==> config.mk <==
export PLATFORM = sky130hd
export DESIGN_NAME = stripe_request_splitter_core
export DESIGN_NICKNAME = d
export VERILOG_FILES = /design/src/rtl/sps_pkg.sv /design/src/rtl/sps_front.sv /design/src/rtl/sps_queue.sv /design/src/rtl/sps_back.sv /design/src/rtl/stripe_request_splitter_core.sv
export SDC_FILE = /design/constraint.sdc
export NUM_CORES = 1
export LEC_CHECK = 0
export ABC_AREA = 1
export CAP_MARGIN = 10
export CELL_PAD_IN_SITES_DETAIL_PLACEMENT = 1
export CELL_PAD_IN_SITES_GLOBAL_PLACEMENT = 1
export CORE_UTILIZATION = 25
export DETAILED_ROUTE_END_ITERATION = 6
export DONT_BUFFER_PORTS = 1
export PLACE_DENSITY = 0.5
export SETUP_SLACK_MARGIN = 0.5
export SYNTH_ARGS = -nofsm -noshare
export SYNTH_HDL_FRONTEND = slang
export SYNTH_SLANG_ARGS = --single-unit
==> constraint.sdc <==
create_clock -name clk -period 8.4 [get_ports clk]
set_clock_uncertainty 0.1 [all_clocks]
set_input_delay 0.42 -clock clk [delete_from_list [all_inputs] [get_ports clk]]
set_output_delay 0.42 -clock clk [all_outputs]
set_load 0.02 [all_outputs]
==> src/rtl/sps_pkg.sv <==
package sps_pkg;

    // Fixed sizes of the mapping
    localparam int MAX_DISKS         = 16;
    localparam int MAX_REQUEST_BYTES = 65536;
    localparam int SECTOR_SHIFT      = 10;
    localparam int MIN_LOG2_STRIPE   = 12;

    // Field widths
    localparam int ADDR_W     = 32;
    localparam int LEN_W      = 17;
    localparam int LOG2_W     = 5;
    localparam int DEVCNT_W   = 5;
    localparam int SECTOR_W   = 22;
    localparam int BUF_W      = 16;
    localparam int CFG_IDX_W  = 2;
    localparam int CFG_DATA_W = 32;

    // Derived widths
    localparam int DISK_W      = $clog2(MAX_DISKS);
    localparam int DIV_W       = $clog2(MAX_DISKS + 1);
    localparam int QUOT_W      = ADDR_W - MIN_LOG2_STRIPE;
    localparam int DIV_STEP_W  = $clog2(QUOT_W);
    localparam int QUEUE_DEPTH = 2;
    localparam int QPTR_W      = $clog2(QUEUE_DEPTH);
    localparam int QCNT_W      = $clog2(QUEUE_DEPTH + 1);

    // Configuration register indexes
    typedef enum logic [CFG_IDX_W-1:0] {
        REG_LOG2_STRIPE   = 2'd0,
        REG_DEVICE_COUNT  = 2'd1,
        REG_SECTION_START = 2'd2
    } cfg_reg_t;

    // Effective configuration seen by the datapath
    typedef struct packed {
        logic [LOG2_W-1:0] log2;
        logic [DIV_W-1:0]  disks;
        logic [ADDR_W-1:0] section;
    } cfg_t;

    // Classified request handed from front to back
    typedef struct packed {
        logic [ADDR_W-1:0] offset;
        logic [LEN_W-1:0]  length;
        logic [QUOT_W-1:0] quot;
        logic [DISK_W-1:0] remd;
    } desc_t;

    typedef enum logic [1:0] {
        FS_IDLE,
        FS_DIV,
        FS_PUSH
    } front_state_t;

    // Clamp the stripe size to its minimum
    function automatic logic [LOG2_W-1:0] eff_log2(input logic [LOG2_W-1:0] raw);
        logic [LOG2_W-1:0] res;
        res = raw;
        if (int'(raw) < MIN_LOG2_STRIPE)
        begin
            res = LOG2_W'(MIN_LOG2_STRIPE);
        end
        return res;
    endfunction

    // Map a zero disk count to one and cap at the maximum
    function automatic logic [DIV_W-1:0] eff_disks(input logic [DEVCNT_W-1:0] raw);
        logic [DIV_W-1:0] res;
        res = DIV_W'(raw);
        if (raw == '0)
        begin
            res = DIV_W'(1);
        end
        else if (int'(raw) > MAX_DISKS)
        begin
            res = DIV_W'(MAX_DISKS);
        end
        return res;
    endfunction

    // Cut an overlong request
    function automatic logic [LEN_W-1:0] clamp_len(input logic [LEN_W-1:0] raw);
        logic [LEN_W-1:0] res;
        res = raw;
        if (int'(raw) > MAX_REQUEST_BYTES)
        begin
            res = LEN_W'(MAX_REQUEST_BYTES);
        end
        return res;
    endfunction

endpackage

==> src/rtl/sps_front.sv <==
module sps_front
    import sps_pkg::*;
(
    input  logic              clk,
    input  logic              rst_n,
    input  cfg_t              cfg,
    input  logic              push,
    output logic              full,
    input  logic [ADDR_W-1:0] request_offset,
    input  logic [LEN_W-1:0]  request_length,
    output logic              q_wr,
    input  logic              q_full,
    output desc_t             q_data
);

    front_state_t      state_reg, state_next;
    logic [ADDR_W-1:0] off_reg, off_next;
    logic [LEN_W-1:0]  len_reg, len_next;
    logic [QUOT_W-1:0] dvd_reg, dvd_next;
    logic [DISK_W-1:0] part_reg, part_next;
    logic [DIV_STEP_W-1:0] step_reg, step_next;

    logic [LEN_W-1:0]  len_clamped;
    logic [DISK_W:0]   shifted;
    logic [DISK_W:0]   divisor;
    logic [DISK_W:0]   diff;
    logic              ge;

    assign len_clamped = clamp_len(request_length);

    // One restoring division step: stripe number by disk count
    assign shifted = {part_reg, dvd_reg[QUOT_W-1]};
    assign divisor = (DISK_W+1)'(cfg.disks);
    assign ge      = (shifted >= divisor);
    assign diff    = shifted - divisor;

    assign full   = (state_reg != FS_IDLE);
    assign q_data = '{offset: off_reg, length: len_reg, quot: dvd_reg, remd: part_reg};

    // Hold the state and the division registers
    always_ff @(posedge clk or negedge rst_n)
    begin
        if (!rst_n)
        begin
            state_reg <= FS_IDLE;
            step_reg  <= '0;
        end
        else
        begin
            state_reg <= state_next;
            step_reg  <= step_next;
        end
    end

    always_ff @(posedge clk)
    begin
        off_reg  <= off_next;
        len_reg  <= len_next;
        dvd_reg  <= dvd_next;
        part_reg <= part_next;
    end

    // Accept, divide, then push the classified request
    always_comb
    begin
        state_next = state_reg;
        off_next   = off_reg;
        len_next   = len_reg;
        dvd_next   = dvd_reg;
        part_next  = part_reg;
        step_next  = step_reg;
        q_wr       = 1'b0;
        unique case (state_reg)
            FS_IDLE:
            begin
                // Drop zero-length transactions here
                if (push && (len_clamped != '0))
                begin
                    off_next   = request_offset;
                    len_next   = len_clamped;
                    dvd_next   = QUOT_W'(request_offset >> cfg.log2);
                    part_next  = '0;
                    step_next  = '0;
                    state_next = FS_DIV;
                end
            end
            FS_DIV:
            begin
                dvd_next  = {dvd_reg[QUOT_W-2:0], ge};
                part_next = ge ? diff[DISK_W-1:0] : shifted[DISK_W-1:0];
                step_next = step_reg + 1'b1;
                if (step_reg == DIV_STEP_W'(QUOT_W - 1))
                begin
                    state_next = FS_PUSH;
                end
            end
            FS_PUSH:
            begin
                if (!q_full)
                begin
                    q_wr       = 1'b1;
                    state_next = FS_IDLE;
                end
            end
            default:
            begin
                state_next = FS_IDLE;
            end
        endcase
    end

endmodule

==> src/rtl/sps_queue.sv <==
module sps_queue
    import sps_pkg::*;
(
    input  logic  clk,
    input  logic  rst_n,
    input  logic  wr_en,
    input  desc_t wr_data,
    output logic  full,
    input  logic  rd_en,
    output desc_t rd_data,
    output logic  empty
);

    desc_t             entry_reg [QUEUE_DEPTH];
    logic [QPTR_W-1:0] wr_ptr_reg, wr_ptr_next;
    logic [QPTR_W-1:0] rd_ptr_reg, rd_ptr_next;
    logic [QCNT_W-1:0] count_reg, count_next;
    logic              do_wr;
    logic              do_rd;

    assign full    = (count_reg == QCNT_W'(QUEUE_DEPTH));
    assign empty   = (count_reg == '0);
    assign do_wr   = wr_en && !full;
    assign do_rd   = rd_en && !empty;
    assign rd_data = entry_reg[rd_ptr_reg];

    // Advance the pointers and the fill count
    always_comb
    begin
        wr_ptr_next = wr_ptr_reg;
        rd_ptr_next = rd_ptr_reg;
        count_next  = count_reg;
        if (do_wr)
        begin
            wr_ptr_next = (wr_ptr_reg == QPTR_W'(QUEUE_DEPTH - 1)) ? '0 : wr_ptr_reg + 1'b1;
        end
        if (do_rd)
        begin
            rd_ptr_next = (rd_ptr_reg == QPTR_W'(QUEUE_DEPTH - 1)) ? '0 : rd_ptr_reg + 1'b1;
        end
        if (do_wr && !do_rd)
        begin
            count_next = count_reg + 1'b1;
        end
        else if (do_rd && !do_wr)
        begin
            count_next = count_reg - 1'b1;
        end
    end

    always_ff @(posedge clk or negedge rst_n)
    begin
        if (!rst_n)
        begin
            wr_ptr_reg <= '0;
            rd_ptr_reg <= '0;
            count_reg  <= '0;
        end
        else
        begin
            wr_ptr_reg <= wr_ptr_next;
            rd_ptr_reg <= rd_ptr_next;
            count_reg  <= count_next;
        end
    end

    // Store the incoming descriptor
    always_ff @(posedge clk)
    begin
        if (do_wr)
        begin
            entry_reg[wr_ptr_reg] <= wr_data;
        end
    end

endmodule

==> src/rtl/sps_back.sv <==
module sps_back
    import sps_pkg::*;
(
    input  logic                clk,
    input  logic                rst_n,
    input  cfg_t                cfg,
    input  logic                q_empty,
    input  desc_t               q_data,
    output logic                q_rd,
    output logic                empty,
    input  logic                pop,
    output logic [DISK_W-1:0]   disk_index,
    output logic [ADDR_W-1:0]   physical_offset,
    output logic [SECTOR_W-1:0] sector_number,
    output logic [LEN_W-1:0]    chunk_bytes,
    output logic [BUF_W-1:0]    buffer_position,
    output logic                last_chunk
);

    // Chunk walker state
    logic              busy_reg, busy_next;
    logic [ADDR_W-1:0] off_reg, off_next;
    logic [LEN_W-1:0]  rem_reg, rem_next;
    logic [LEN_W-1:0]  buf_reg, buf_next;
    logic [QUOT_W-1:0] quot_reg, quot_next;
    logic [DISK_W-1:0] remd_reg, remd_next;

    // Output register
    logic                out_valid_reg, out_valid_next;
    logic [DISK_W-1:0]   disk_reg, disk_next;
    logic [ADDR_W-1:0]   phys_reg, phys_next;
    logic [LEN_W-1:0]    cnt_reg, cnt_next;
    logic [BUF_W-1:0]    bpos_reg, bpos_next;
    logic                last_reg, last_next;

    logic [ADDR_W-1:0] size;
    logic [ADDR_W-1:0] low;
    logic [ADDR_W-1:0] gap;
    logic              is_last;
    logic [LEN_W-1:0]  cnt;
    logic [ADDR_W-1:0] phys;
    logic [ADDR_W:0]   off_sum;
    logic [DIV_W-1:0]  remd_inc;
    logic              emit;

    function automatic logic [SECTOR_W-1:0] sector_from(input logic [ADDR_W-1:0] p);
        logic [ADDR_W-1:0] s;
        s = p >> SECTOR_SHIFT;
        return s[SECTOR_W-1:0];
    endfunction

    // Chunk size: up to the next stripe boundary or the rest of the request
    assign size    = ADDR_W'(1) << cfg.log2;
    assign low     = off_reg & (size - 1'b1);
    assign gap     = size - low;
    assign is_last = (gap >= ADDR_W'(rem_reg));
    assign cnt     = is_last ? rem_reg : gap[LEN_W-1:0];
    assign phys    = cfg.section + (ADDR_W'(quot_reg) << cfg.log2) + low;
    assign off_sum = {1'b0, off_reg} + (ADDR_W+1)'(cnt);
    assign remd_inc = DIV_W'(remd_reg) + 1'b1;

    assign emit = busy_reg && (!out_valid_reg || pop);
    assign q_rd = !busy_reg && !q_empty;

    assign empty           = !out_valid_reg;
    assign disk_index      = disk_reg;
    assign physical_offset = phys_reg;
    assign sector_number   = sector_from(phys_reg);
    assign chunk_bytes     = cnt_reg;
    assign buffer_position = bpos_reg;
    assign last_chunk      = last_reg;

    // Load a descriptor, then emit one chunk per cycle the output allows
    always_comb
    begin
        busy_next      = busy_reg;
        off_next       = off_reg;
        rem_next       = rem_reg;
        buf_next       = buf_reg;
        quot_next      = quot_reg;
        remd_next      = remd_reg;
        out_valid_next = out_valid_reg;
        disk_next      = disk_reg;
        phys_next      = phys_reg;
        cnt_next       = cnt_reg;
        bpos_next      = bpos_reg;
        last_next      = last_reg;

        if (pop && out_valid_reg)
        begin
            out_valid_next = 1'b0;
        end

        if (q_rd)
        begin
            busy_next = 1'b1;
            off_next  = q_data.offset;
            rem_next  = q_data.length;
            buf_next  = '0;
            quot_next = q_data.quot;
            remd_next = q_data.remd;
        end
        else if (emit)
        begin
            out_valid_next = 1'b1;
            disk_next      = remd_reg;
            phys_next      = phys;
            cnt_next       = cnt;
            bpos_next      = buf_reg[BUF_W-1:0];
            last_next      = is_last;

            off_next = off_sum[ADDR_W-1:0];
            rem_next = rem_reg - cnt;
            buf_next = buf_reg + cnt;
            if (is_last)
            begin
                busy_next = 1'b0;
            end
            // Past the top of the address space: restart at stripe zero
            if (off_sum[ADDR_W])
            begin
                quot_next = '0;
                remd_next = '0;
            end
            else if (remd_inc == cfg.disks)
            begin
                quot_next = quot_reg + 1'b1;
                remd_next = '0;
            end
            else
            begin
                remd_next = remd_inc[DISK_W-1:0];
            end
        end
    end

    always_ff @(posedge clk or negedge rst_n)
    begin
        if (!rst_n)
        begin
            busy_reg      <= 1'b0;
            out_valid_reg <= 1'b0;
        end
        else
        begin
            busy_reg      <= busy_next;
            out_valid_reg <= out_valid_next;
        end
    end

    always_ff @(posedge clk)
    begin
        off_reg  <= off_next;
        rem_reg  <= rem_next;
        buf_reg  <= buf_next;
        quot_reg <= quot_next;
        remd_reg <= remd_next;
        disk_reg <= disk_next;
        phys_reg <= phys_next;
        cnt_reg  <= cnt_next;
        bpos_reg <= bpos_next;
        last_reg <= last_next;
    end

endmodule

==> src/rtl/stripe_request_splitter_core.sv <==
// Channel   Direction  Handshake             Payload
// request   in         push / full           request_offset, request_length
// chunk     out        empty / pop           disk_index, physical_offset, sector_number,
//                                            chunk_bytes, buffer_position, last_chunk
// config    in         cfg_write             cfg_index, cfg_data
//
// The front takes a new request only once it has pushed the last one: a 20-step
// shift-subtract divider splits the start stripe into row and disk, then a push
// state writes the queue. The back loads a descriptor from a two-entry queue, then
// emits one chunk per cycle while the output allows, stepping row and disk by increment.
// Reset (rst_n, asynchronous) empties both parts and restores the registers.
// A full queue stalls the front; a held chunk (pop low) stalls the back.
module stripe_request_splitter_core
    import sps_pkg::*;
(
    input  logic                  clk,
    input  logic                  rst_n,
    input  logic                  cfg_write,
    input  logic [CFG_IDX_W-1:0]  cfg_index,
    input  logic [CFG_DATA_W-1:0] cfg_data,
    input  logic                  push,
    output logic                  full,
    input  logic [ADDR_W-1:0]     request_offset,
    input  logic [LEN_W-1:0]      request_length,
    output logic                  empty,
    input  logic                  pop,
    output logic [DISK_W-1:0]     disk_index,
    output logic [ADDR_W-1:0]     physical_offset,
    output logic [SECTOR_W-1:0]   sector_number,
    output logic [LEN_W-1:0]      chunk_bytes,
    output logic [BUF_W-1:0]      buffer_position,
    output logic                  last_chunk
);

    logic [LOG2_W-1:0]   log2_reg, log2_next;
    logic [DEVCNT_W-1:0] devcnt_reg, devcnt_next;
    logic [ADDR_W-1:0]   section_reg, section_next;
    cfg_t                cfg;

    logic  q_wr;
    logic  q_full;
    desc_t q_wdata;
    logic  q_rd;
    logic  q_empty;
    desc_t q_rdata;

    // Decode configuration writes; drop unknown indexes
    always_comb
    begin
        log2_next    = log2_reg;
        devcnt_next  = devcnt_reg;
        section_next = section_reg;
        if (cfg_write)
        begin
            unique case (cfg_index)
                REG_LOG2_STRIPE:   log2_next    = cfg_data[LOG2_W-1:0];
                REG_DEVICE_COUNT:  devcnt_next  = cfg_data[DEVCNT_W-1:0];
                REG_SECTION_START: section_next = cfg_data[ADDR_W-1:0];
                default:           ;
            endcase
        end
    end

    always_ff @(posedge clk or negedge rst_n)
    begin
        if (!rst_n)
        begin
            log2_reg    <= LOG2_W'(16);
            devcnt_reg  <= DEVCNT_W'(1);
            section_reg <= '0;
        end
        else
        begin
            log2_reg    <= log2_next;
            devcnt_reg  <= devcnt_next;
            section_reg <= section_next;
        end
    end

    // Clamp the registers into their working range
    assign cfg = '{log2: eff_log2(log2_reg), disks: eff_disks(devcnt_reg), section: section_reg};

    sps_front u_front (
        .clk            (clk),
        .rst_n          (rst_n),
        .cfg            (cfg),
        .push           (push),
        .full           (full),
        .request_offset (request_offset),
        .request_length (request_length),
        .q_wr           (q_wr),
        .q_full         (q_full),
        .q_data         (q_wdata)
    );

    sps_queue u_queue (
        .clk     (clk),
        .rst_n   (rst_n),
        .wr_en   (q_wr),
        .wr_data (q_wdata),
        .full    (q_full),
        .rd_en   (q_rd),
        .rd_data (q_rdata),
        .empty   (q_empty)
    );

    sps_back u_back (
        .clk             (clk),
        .rst_n           (rst_n),
        .cfg             (cfg),
        .q_empty         (q_empty),
        .q_data          (q_rdata),
        .q_rd            (q_rd),
        .empty           (empty),
        .pop             (pop),
        .disk_index      (disk_index),
        .physical_offset (physical_offset),
        .sector_number   (sector_number),
        .chunk_bytes     (chunk_bytes),
        .buffer_position (buffer_position),
        .last_chunk      (last_chunk)
    );

endmodule
==> results.sh <==
export IMPL_status="finished, final reports clean"
export IMPL_drtIter0Drc=1046
export IMPL_ys_ff_latch=433
export IMPL_yosysTopAreaCell="edfxtp_1"
export IMPL_fp_dieW_um=323
export IMPL_synth_edf_count=362
export IMPL_via_per_inst=4.55
export IMPL_start_kind="register"
export IMPL_drv_slew=0
export IMPL_clock_sinks=433
export IMPL_grt_max_degree=75
export IMPL_postSynthAreaPerCell_um2=8.99
export IMPL_period_share=0.888
export IMPL_yosys_warnings=0
export IMPL_gp_congestion=0.846
export IMPL_htreeDepth=2
export IMPL_netlist_area_um2=25800
export IMPL_final_setup_tns_ps=0
export IMPL_grt_setup_unrepaired="no"
export IMPL_routedWlPerCell_um=19.8
export IMPL_clk_pin_slew_ps=60
export IMPL_hp_class="input port to register"
export IMPL_critPathTopFamily="simple AND/OR/NAND/NOR gates"
export IMPL_powerDensity_nw_per_um2=434
export IMPL_numPortBuffers=0
export IMPL_dr_pass1_iters=5
export IMPL_post_dp_cell_area_um2=27400
export IMPL_cts_root_buf="clkbuf_16"
export IMPL_synth_xor_area_frac=0.0367
export IMPL_synth_compound_area_frac=0.109
export IMPL_syn_to_final_growth_pct=18.3
export IMPL_synth_distinct_cells=75
export IMPL_crit_arrival_ps=7720
export IMPL_worst_pin_slew_ps=1130
export IMPL_yosys_area_share_adder=0.0851
export IMPL_ctsLongestPathBuffers=3
export IMPL_drive_gt1_frac=0.101
export IMPL_ys_seq_area_frac=0.488
export IMPL_drv_cap=0
export IMPL_synthMuxAreaShare=0.00680
export IMPL_stdcell_area_um2=30500
export IMPL_die_h_um=323
export IMPL_cpPeakStageDelay_ps=590
export IMPL_largest_reg_flops=146
export IMPL_hold_violations=0
export IMPL_tritoncts="yes"
export IMPL_syn_inst=2864
export IMPL_yosys_area_top_type_share=0.422
export IMPL_crit_type="register to register"
export IMPL_fillers=11900
export IMPL_critical_path_buf_inv_count=10
export IMPL_dpl_hpwl_mm=66.4
export IMPL_cts_inserted_buffers=55
export IMPL_synth_top_family_by_area="simple AND/OR/NAND/NOR gates"
export IMPL_vias=20000
export IMPL_worstPathRequired_ps=8660
export IMPL_p_leak_uw=0.0131
export IMPL_clock_latency_ps=650
export IMPL_end_kind="register"
export IMPL_drc_errors=0
export IMPL_start_util=0.253
export IMPL_synth_top_cells_by_area="edfxtp_1 42%, nand2_1 11%, ha_1 5.6%, inv_1 5.2%, dfrtp_1 5.1%"
export IMPL_core_area_um2=102000
export IMPL_rows=117
export IMPL_routed_wl_mm=86.8
export IMPL_dieArea_um2=104000
export IMPL_vdd_ir_drop_max_mv=0.202
export IMPL_setup_viol=0
export IMPL_worstPathMaxFanout=35
export IMPL_io_pins=182
export IMPL_grt_pass1_vias=21700
export IMPL_yosys_area_share_simple=0.195
export IMPL_period_minus_slack_ps=7460
export IMPL_grt_total_usage=0.168
export IMPL_async_flop_share=0.127
export IMPL_antenna_found_initial=10
export IMPL_grt_pass1_wl_mm=133
export IMPL_critPathSlowestCell="dfstp_2"
export IMPL_ant_nets=0
export IMPL_nets=3215
export IMPL_relSlewSlack=0.244
export IMPL_overflow=0
export IMPL_max_freq_ghz=0.134
export IMPL_synthFlopType="edfxtp_1"
stage by stage:
step,setup slack [ps],utilization,hold WS (ps),power (uW),std cells
CTS,508,0.297,12.4,13300,4380
floorplan,621,-,24.4,8490,2883
finish,941,0.299,70.5,13200,4389
global route,505,0.299,64.5,14300,4389
detailed placement,225,0.269,42.1,10500,4197
global placement,423,0.269,41.7,10400,4197
layout by cell type, fill, tap and decap left out, types with 11 or more instances in the layout:
master and count:
clkinv_2 11, nor2_2 21, nor2_1 184, fa_1 36, mux2_2 12, dfrtp_1 51, nor3_1 23, ha_1 114
nand2_1 745, conb_1 21, o21ai_1 13, nand3_2 13, dlygate4sd3_1 79, or2_2 14, o211ai_1 16, a31oi_1 18
nand2_2 12, xor2_1 79, nand4_1 26, dfxtp_1 16, xnor2_1 28, clkbuf_16 57, o22ai_1 14, a21oi_1 135
buf_4 61, edfxtp_1 362, inv_1 353, inv_2 19, nand3_1 93, o21ai_0 210
final timing paths:
check | from | end | slack, ps | depth (start not counted)
setup reg to reg | log2_reg[4] | u_back.quot_reg[18] | 940 | 36
max in group asynchronous | rst_n | devcnt_reg[0] | 7490 | 2
setup / recovery | log2_reg[4] | u_back.quot_reg[18] | 940 | 36
hold / removal | cfg_data[3] | section_reg[3] | 70 | 2
hold reg to reg | u_front.off_reg[24] | u_queue.entry_reg[0][65] | 340 | 0
min in group asynchronous | rst_n | log2_reg[1] | 370 | 2
kinds of logic (layout without fill, tap and decap cells):
family | Yosys count | after routing
compound gates | 490 | 490
xor+xnor | 108 | 108
fa+ha+maj | 153 | 153
buf+inv | 491 | 627
flops | 433 | 433
mux | 16 | 16
other cells | 2 | 23
simple gates | 1171 | 1171
worst reg2reg max path: cells and delay by family, from the launching register on:
kind            cells  cell delay [ps]
buf+inv            10             1730
fa+ha+maj           2              810
compound gates      6              820
flops               1              590
simple gates       18             3110
layer usage:
layer | part of all wire | track usage
met4 | 0.026 | 0.0479
met2 | 0.46 | 0.279
met1 | 0.47 | 0.224
met3 | 0.039 | 0.0269
met5 | 0.00041 | 0
area by class of cell:
type | instances | area, um^2 | area share
Inverter | 382 | 1450 | 0.0477
Tap cell | 1368 | 1710 | 0.0562
Antenna cell | 2 | 5.00 | 0.000164
Multi-Input combinational cell | 1959 | 11400 | 0.374
Sequential cell | 433 | 12600 | 0.413
Clock buffer | 66 | 1500 | 0.0492
Clock inverter | 36 | 494 | 0.0162
Timing Repair Buffer | 143 | 1320 | 0.0434
Yosys cell counts (5+ instances only):
| master | count |
|---|---|
| a21oi_1 | 138 |
| a22o_1 | 6 |
| o21bai_1 | 7 |
| buf_4 | 27 |
| inv_2 | 16 |
| nor2_2 | 17 |
| nand2_1 | 747 |
| nand3_1 | 95 |
| a21o_1 | 5 |
| nand3b_1 | 6 |
| dfxtp_1 | 16 |
| a31oi_1 | 18 |
| nand2_2 | 10 |
| ha_1 | 116 |
| fa_1 | 37 |
| mux2_2 | 12 |
| a21boi_0 | 7 |
| o211ai_1 | 16 |
| clkbuf_1 | 66 |
| buf_6 | 7 |
| xnor2_1 | 29 |
| o21a_1 | 5 |
| o21ai_1 | 9 |
| o31ai_1 | 9 |
| nor2_4 | 5 |
| edfxtp_1 | 362 |
| xor2_1 | 79 |
| or2_2 | 14 |
| o221ai_1 | 6 |
| nor2_1 | 193 |
| o22ai_1 | 14 |
| nand4_1 | 26 |
| nand3_2 | 11 |
| o21ai_0 | 217 |
| inv_1 | 358 |
| nor4_1 | 7 |
| buf_1 | 5 |
| a211oi_1 | 5 |
| dfrtp_1 | 53 |
| nor3_1 | 23 |
power breakdown:
group	switching (uW)	leakage (uW)	total, uW	internal [uW]
logic	4210	0.00801	6450	2240
registers	780	0.00418	4180	3400
clock network	1000	0.000957	2580	1580
total	5990	0.0131	13200	7220
what timing repair did:
action,4_1_cts,5_1_grt
hold buffers,80,0
setup buffers,1,6
hold endpoints to repair,133,0
gates resized for setup,7,34
pin swaps,0,7
endpoints found under the setup margin,40,58
cloned,0,1
Power figures use the tool's default switching activity.
